==> config.mk <==
export PLATFORM = sky130hd
export DESIGN_NAME = mnpm_ctrl
export DESIGN_NICKNAME = d
export VERILOG_FILES = /design/src/design/mnpm_pkg.sv /design/src/design/mnpm_ctrl.sv
export VERILOG_INCLUDE_DIRS = /design/src /design/src/design
export SDC_FILE = /design/constraint.sdc
export NUM_CORES = 1
export LEC_CHECK = 0
export ABC_AREA = 1
export BUFFER_PORTS_ARGS = -buffer_cell sky130_fd_sc_hd__buf_2
export CAP_MARGIN = 25
export CORE_AREA = 2 2 39 41
export CTS_BUF_LIST = sky130_fd_sc_hd__clkbuf_8 sky130_fd_sc_hd__clkbuf_16
export DETAILED_ROUTE_END_ITERATION = 10
export DIE_AREA = 0 0 41 43
export PLACE_DENSITY = 0.53
export REMOVE_ABC_BUFFERS = 1
export SETUP_SLACK_MARGIN = 0.3
export SYNTH_ARGS = -nofsm -noshare
export SYNTH_HDL_FRONTEND = slang
export SYNTH_SLANG_ARGS = --single-unit
==> constraint.sdc <==
create_clock -name clk -period 1.45 [get_ports clk]
set_input_delay 0.29 -clock clk [delete_from_list [all_inputs] [get_ports clk]]
set_output_delay 0.29 -clock clk [all_outputs]
set_load 0.02 [all_outputs]
==> src/design/midi_note_pair_matcher_macros.svh <==
// Assertion macros used by the note pairing RTL.
`ifndef MIDI_NOTE_PAIR_MATCHER_MACROS_SVH
`define MIDI_NOTE_PAIR_MATCHER_MACROS_SVH

// Same-cycle implication, sampled on clk, off while rst_n is low.
`define MNPM_ASSERT_IMP(label, ante, cons, msg) \
  label: assert property (@(posedge clk) disable iff (!rst_n) (ante) |-> (cons)) \
    else $error(msg);

// Next-cycle implication, sampled on clk, off while rst_n is low.
`define MNPM_ASSERT_NXT(label, ante, cons, msg) \
  label: assert property (@(posedge clk) disable iff (!rst_n) (ante) |=> (cons)) \
    else $error(msg);

`endif

==> src/design/mnpm_pkg.sv <==
// Shared types and constants of the note on/off pairing block.
package mnpm_pkg;

  localparam int STACK_DEPTH_DEF = 4;
  localparam int NUM_KEYS_DEF    = 128;

  typedef enum logic [1:0] {
    ST_DONE      = 2'd0,
    ST_UNMATCHED = 2'd1,
    ST_DROPPED   = 2'd2
  } status_t;

  // One open note: start tick, channel, velocity (43 bits).
  typedef struct packed {
    logic [31:0] start;
    logic [3:0]  chan;
    logic [6:0]  vel;
  } entry_t;

  typedef struct packed {
    logic    in_ready;
    logic    capture;
    logic    cnt_wr;
    logic    cnt_up;
    logic    store_wr;
    logic    store_rd;
    logic    load_result;
    status_t res_status;
  } cmd_t;

  typedef struct packed {
    logic in_valid;
    logic out_free;
    logic is_on;
    logic key_ok;
    logic empty;
    logic full;
  } sts_t;

endpackage

==> src/design/mnpm_ctrl.sv <==
// Sequencing FSM: accept, count lookup, stack read, result hand-off.
`include "midi_note_pair_matcher_macros.svh"

module mnpm_ctrl
  import mnpm_pkg::*;
(
  input  logic clk,
  input  logic rst_n,
  input  sts_t sts,
  output cmd_t cmd
);

  typedef enum logic [1:0] {
    S_IDLE,
    S_CNT,
    S_RD,
    S_EMIT
  } state_t;

  state_t  state_r, state_nxt;
  status_t res_status_r, res_status_nxt;

  always_comb begin
    cmd            = '0;
    cmd.res_status = res_status_r;
    state_nxt      = state_r;
    res_status_nxt = res_status_r;
    case (state_r)
      S_IDLE: begin
        cmd.in_ready = 1'b1;
        if (sts.in_valid) begin
          cmd.capture = 1'b1;
          state_nxt   = S_CNT;
        end
      end
      S_CNT: begin
        if (sts.is_on) begin
          if (!sts.key_ok || sts.full) begin
            res_status_nxt = ST_DROPPED;
            state_nxt      = S_EMIT;
          end else begin
            cmd.store_wr = 1'b1;
            cmd.cnt_wr   = 1'b1;
            cmd.cnt_up   = 1'b1;
            state_nxt    = S_IDLE;
          end
        end else begin
          if (!sts.key_ok || sts.empty) begin
            res_status_nxt = ST_UNMATCHED;
            state_nxt      = S_EMIT;
          end else begin
            // pop: read top entry, count goes down
            cmd.store_rd   = 1'b1;
            cmd.cnt_wr     = 1'b1;
            res_status_nxt = ST_DONE;
            state_nxt      = S_RD;
          end
        end
      end
      S_RD: begin
        state_nxt = S_EMIT;
      end
      S_EMIT: begin
        if (sts.out_free) begin
          cmd.load_result = 1'b1;
          state_nxt       = S_IDLE;
        end
      end
      default: begin
        state_nxt = S_IDLE;
      end
    endcase
  end

  always_ff @(posedge clk) begin
    if (!rst_n) begin
      state_r      <= S_IDLE;
      res_status_r <= ST_DONE;
    end else begin
      state_r      <= state_nxt;
      res_status_r <= res_status_nxt;
    end
  end

  `MNPM_ASSERT_NXT(a_accept_to_cnt, (state_r == S_IDLE) && sts.in_valid, state_r == S_CNT, "accepted word did not reach count lookup")
  `MNPM_ASSERT_IMP(a_pop_nonempty, cmd.store_rd, !sts.empty && sts.key_ok && !sts.is_on, "pop from empty or invalid stack")
  `MNPM_ASSERT_IMP(a_push_room, cmd.store_wr, !sts.full && sts.key_ok && sts.is_on, "push onto full or invalid stack")
  `MNPM_ASSERT_IMP(a_load_free, cmd.load_result, sts.out_free, "result loaded over a waiting word")

endmodule

==> summary.txt <==
Setup path
  – CP max-delay cell: dfxtp_2
  – Maximum fanout along the worst path: 5
  – Worst EP required: roughly 1200 ps
  – CP Cell Sequence: nor2_4 -> inv_2 -> nor2_2 -> buf_6
  – CP startpoint kind: flop
  – WP data arrival: around 1000 ps
  – Slowest stage delay, CP: 340 ps
  – Critical path class: reg2out
  – Endpoint class of the critical path: output pin

Route
  – Post-DRT Antenna Nets: 0
  – Routed wire length per instance: 8.01 um
  – Detailed Routing Iterations Pass 1: 2
  – Routed wire length: 633 um
  – Vias: 308
  – Iter 0 DRT Violations: 1
  – # DRC: 0
  – Vias per inst: 3.90

Floorplanning
  – Row cnt: 14
  – Core area: 1380 um^2
  – Ports: 17
  – Die width: just over 40 um
  – Die area: 1760 um^2
  – Initial Utilization: 18.5%
  – Die H: about 43 um

STA
  – Measured slew at the worst slew-check pin: roughly 170 ps
  – Min Tclk post-route: 1320 ps
  – RSZ-0062 raised after global routing: true
  – Final setup TNS: 0 ps
  – Fin crit share: 90.9%
  – Slew HR: 88.8%
  – Final Slew Violations: 0
  – Worst hold slack: 341 ps
  – Final Hold Viols: 0
  – Finish-stage setup viols: 0
  – FMAX: 0.759 GHz
  – Worst setup margin: 132 ps
  – Worst Skew: 0.629 ps

Power
  – P_int: 0.000363 W
  – Clock share of power: 45.1%
  – P_sw: about 0.00014 W
  – LEAKAGE: 0.247 nW
  – Switching part of the total: a little over a quarter
  – Combinational share of power: 27.8%
  – Total power: between 0.0004 and 0.0005 W
  – Sequential share of power: 27.0%
  – Pwr per Cell Area: 1100 nW/um^2
  – Peak VDD IR: roughly 570 uV

Clocking
  – H-tree depth: 1
  – Clock buffer count from CTS: 3
  – CTS tree: yes
  – Clock sink total: 4
  – Worst-Skew Late Latency: 210 ps
  – CTS Hold Bufs: 0
  – Root buf cell: clkbuf_8
  – Reg clk slew, reported paths: 30 ps
  – CTS Buffer Depth: 2

Placement
  – Port-buffer cells: 16
  – RD Place Congestion: 0.698
  – Post-DP HPWL: ~460 um
  – Dpl cells: 72
  – Placement Setup Slack: between 200 and 250 ps

GRT
  – Largest net degree at the start of global routing: 7
  – Gr ovfl total: 0
  – Global-route wire length before repair: 1080 um
  – Total track usage: a little under a tenth
  – Initial antenna violation count: 0
  – Vias in the first global route: 300

Layout
  – Final nets: 73
  – Share of cells above drive strength 1: 54.0%
  – Area growth from synthesis to layout: 77.1%
  – Non-Filler Instances: 79
  – Most frequent cells in the layout: 10 x buf_2, 8 x inv_1, 8 x nand2_1
  – Commonest non-fill, non-tap cell in the layout: buf_2
  – N_diodes: 0
  – Fillers: 159

Synthesis
  – Post-synthesis mux area share: 0%
  – Synth Instances: 41
  – Register area share after synthesis: 31.2%
  – Mean Syn Cell Area: 6.26 um^2
  – Post-Synth Adder-Cell Area: 0%
  – Seq cells post-synth: 4
  – Largest family of logic cells by synthesized area: simple AND/OR/NAND/NOR gates
  – Post-Synth Simple-Gate Area: 38.5%
  – Cell variety after synth: 15
  – Xor/xnor share of the synthesized area: 0%
  – Compound-Gate Fraction of Synth Area: 12.7%
  – Synthesized cell area: 256 um^2
  – Synth Warn #: 0

Worst hold path
  – Worst min-delay path category: in2reg

Run
  – Max-Cap Viols: 0

Status
  – Status: completed
[cells in the mapped netlist (all sizes together)]
master  instances  area share (%)
nor2            9              17
buf             1             2.9
dfxtp           4              31
nand3           3             7.8
a21oi           3             7.3
inv            10              15
o21ai           2             5.4
nand2           8              12
nor3            1             1.9
[timing repair]
| item | in CTS | in global routing |
|---|---|---|
| setup buffers | 3 | 1 |
| pin swaps | 1 | 2 |
| gates resized for setup | 11 | 2 |
| setup endpoints to repair | 7 | 7 |
[metal layers]
metal / global-route usage [%] / up-vias / wire, um
met5: 0 / - / 0
met4: 0 / 0 / 0
met3: 6.28 / 0 / 55
met2: 15.3 / 11 / 320
met1: 9.32 / 130 / 257
li1: - / 167 / -
[cells by family after synthesis]
family | Yosys count
DFF | 4
AOI/OAI and AO/OA | 5
buffers and inverters | 11
and+or+nand+nor | 21
[final timing paths]
kind              slack (ps)               to  cells after the start       startpoint
hold / removal           340  res_status_r[0]                      3            rst_n
hold reg to reg          510  res_status_r[1]                      2  res_status_r[1]
setup reg to reg         420  res_status_r[1]                      6             flop
setup / recovery         130           cmd[5]                      4             flop
[per-stage QoR]
step	util, %	area, um^2
floorplan	-	249
global placement	25.2	349
detailed placement	25.2	349
CTS	31.8	440
global route	32.8	454
finish	32.8	454
[power groups by stage]
stage | registers (W) | clock network (W) | logic (W)
floorplan | 0.000143 | 0 | 0.0000672
global placement | 0.000137 | 0 | 0.000110
detailed placement | 0.000137 | 0 | 0.000109
CTS | 0.000135 | 0.000233 | 0.000133
global route | 0.000136 | 0.000244 | 0.000153
finish | 0.000135 | 0.000225 | 0.000139
[layout make-up]
type | count | area (um^2) | share of cell area (%)
multi-input combinational | 26 | 136 | 30.0
sequential | 4 | 82.6 | 18.2
timing repair buffer | 20 | 136 | 30.0
tap | 16 | 20.0 | 4.41
inverter | 10 | 37.5 | 8.26
clock buffer | 3 | 41.3 | 9.09
[worst max-delay path: cells and delay by family, from the launching register on]
family        cells  cell delay (ps)
buf+inv           2              210
flops             1              340
simple gates      2              270
No activity file was read; power rests on OpenSTA's default activity.
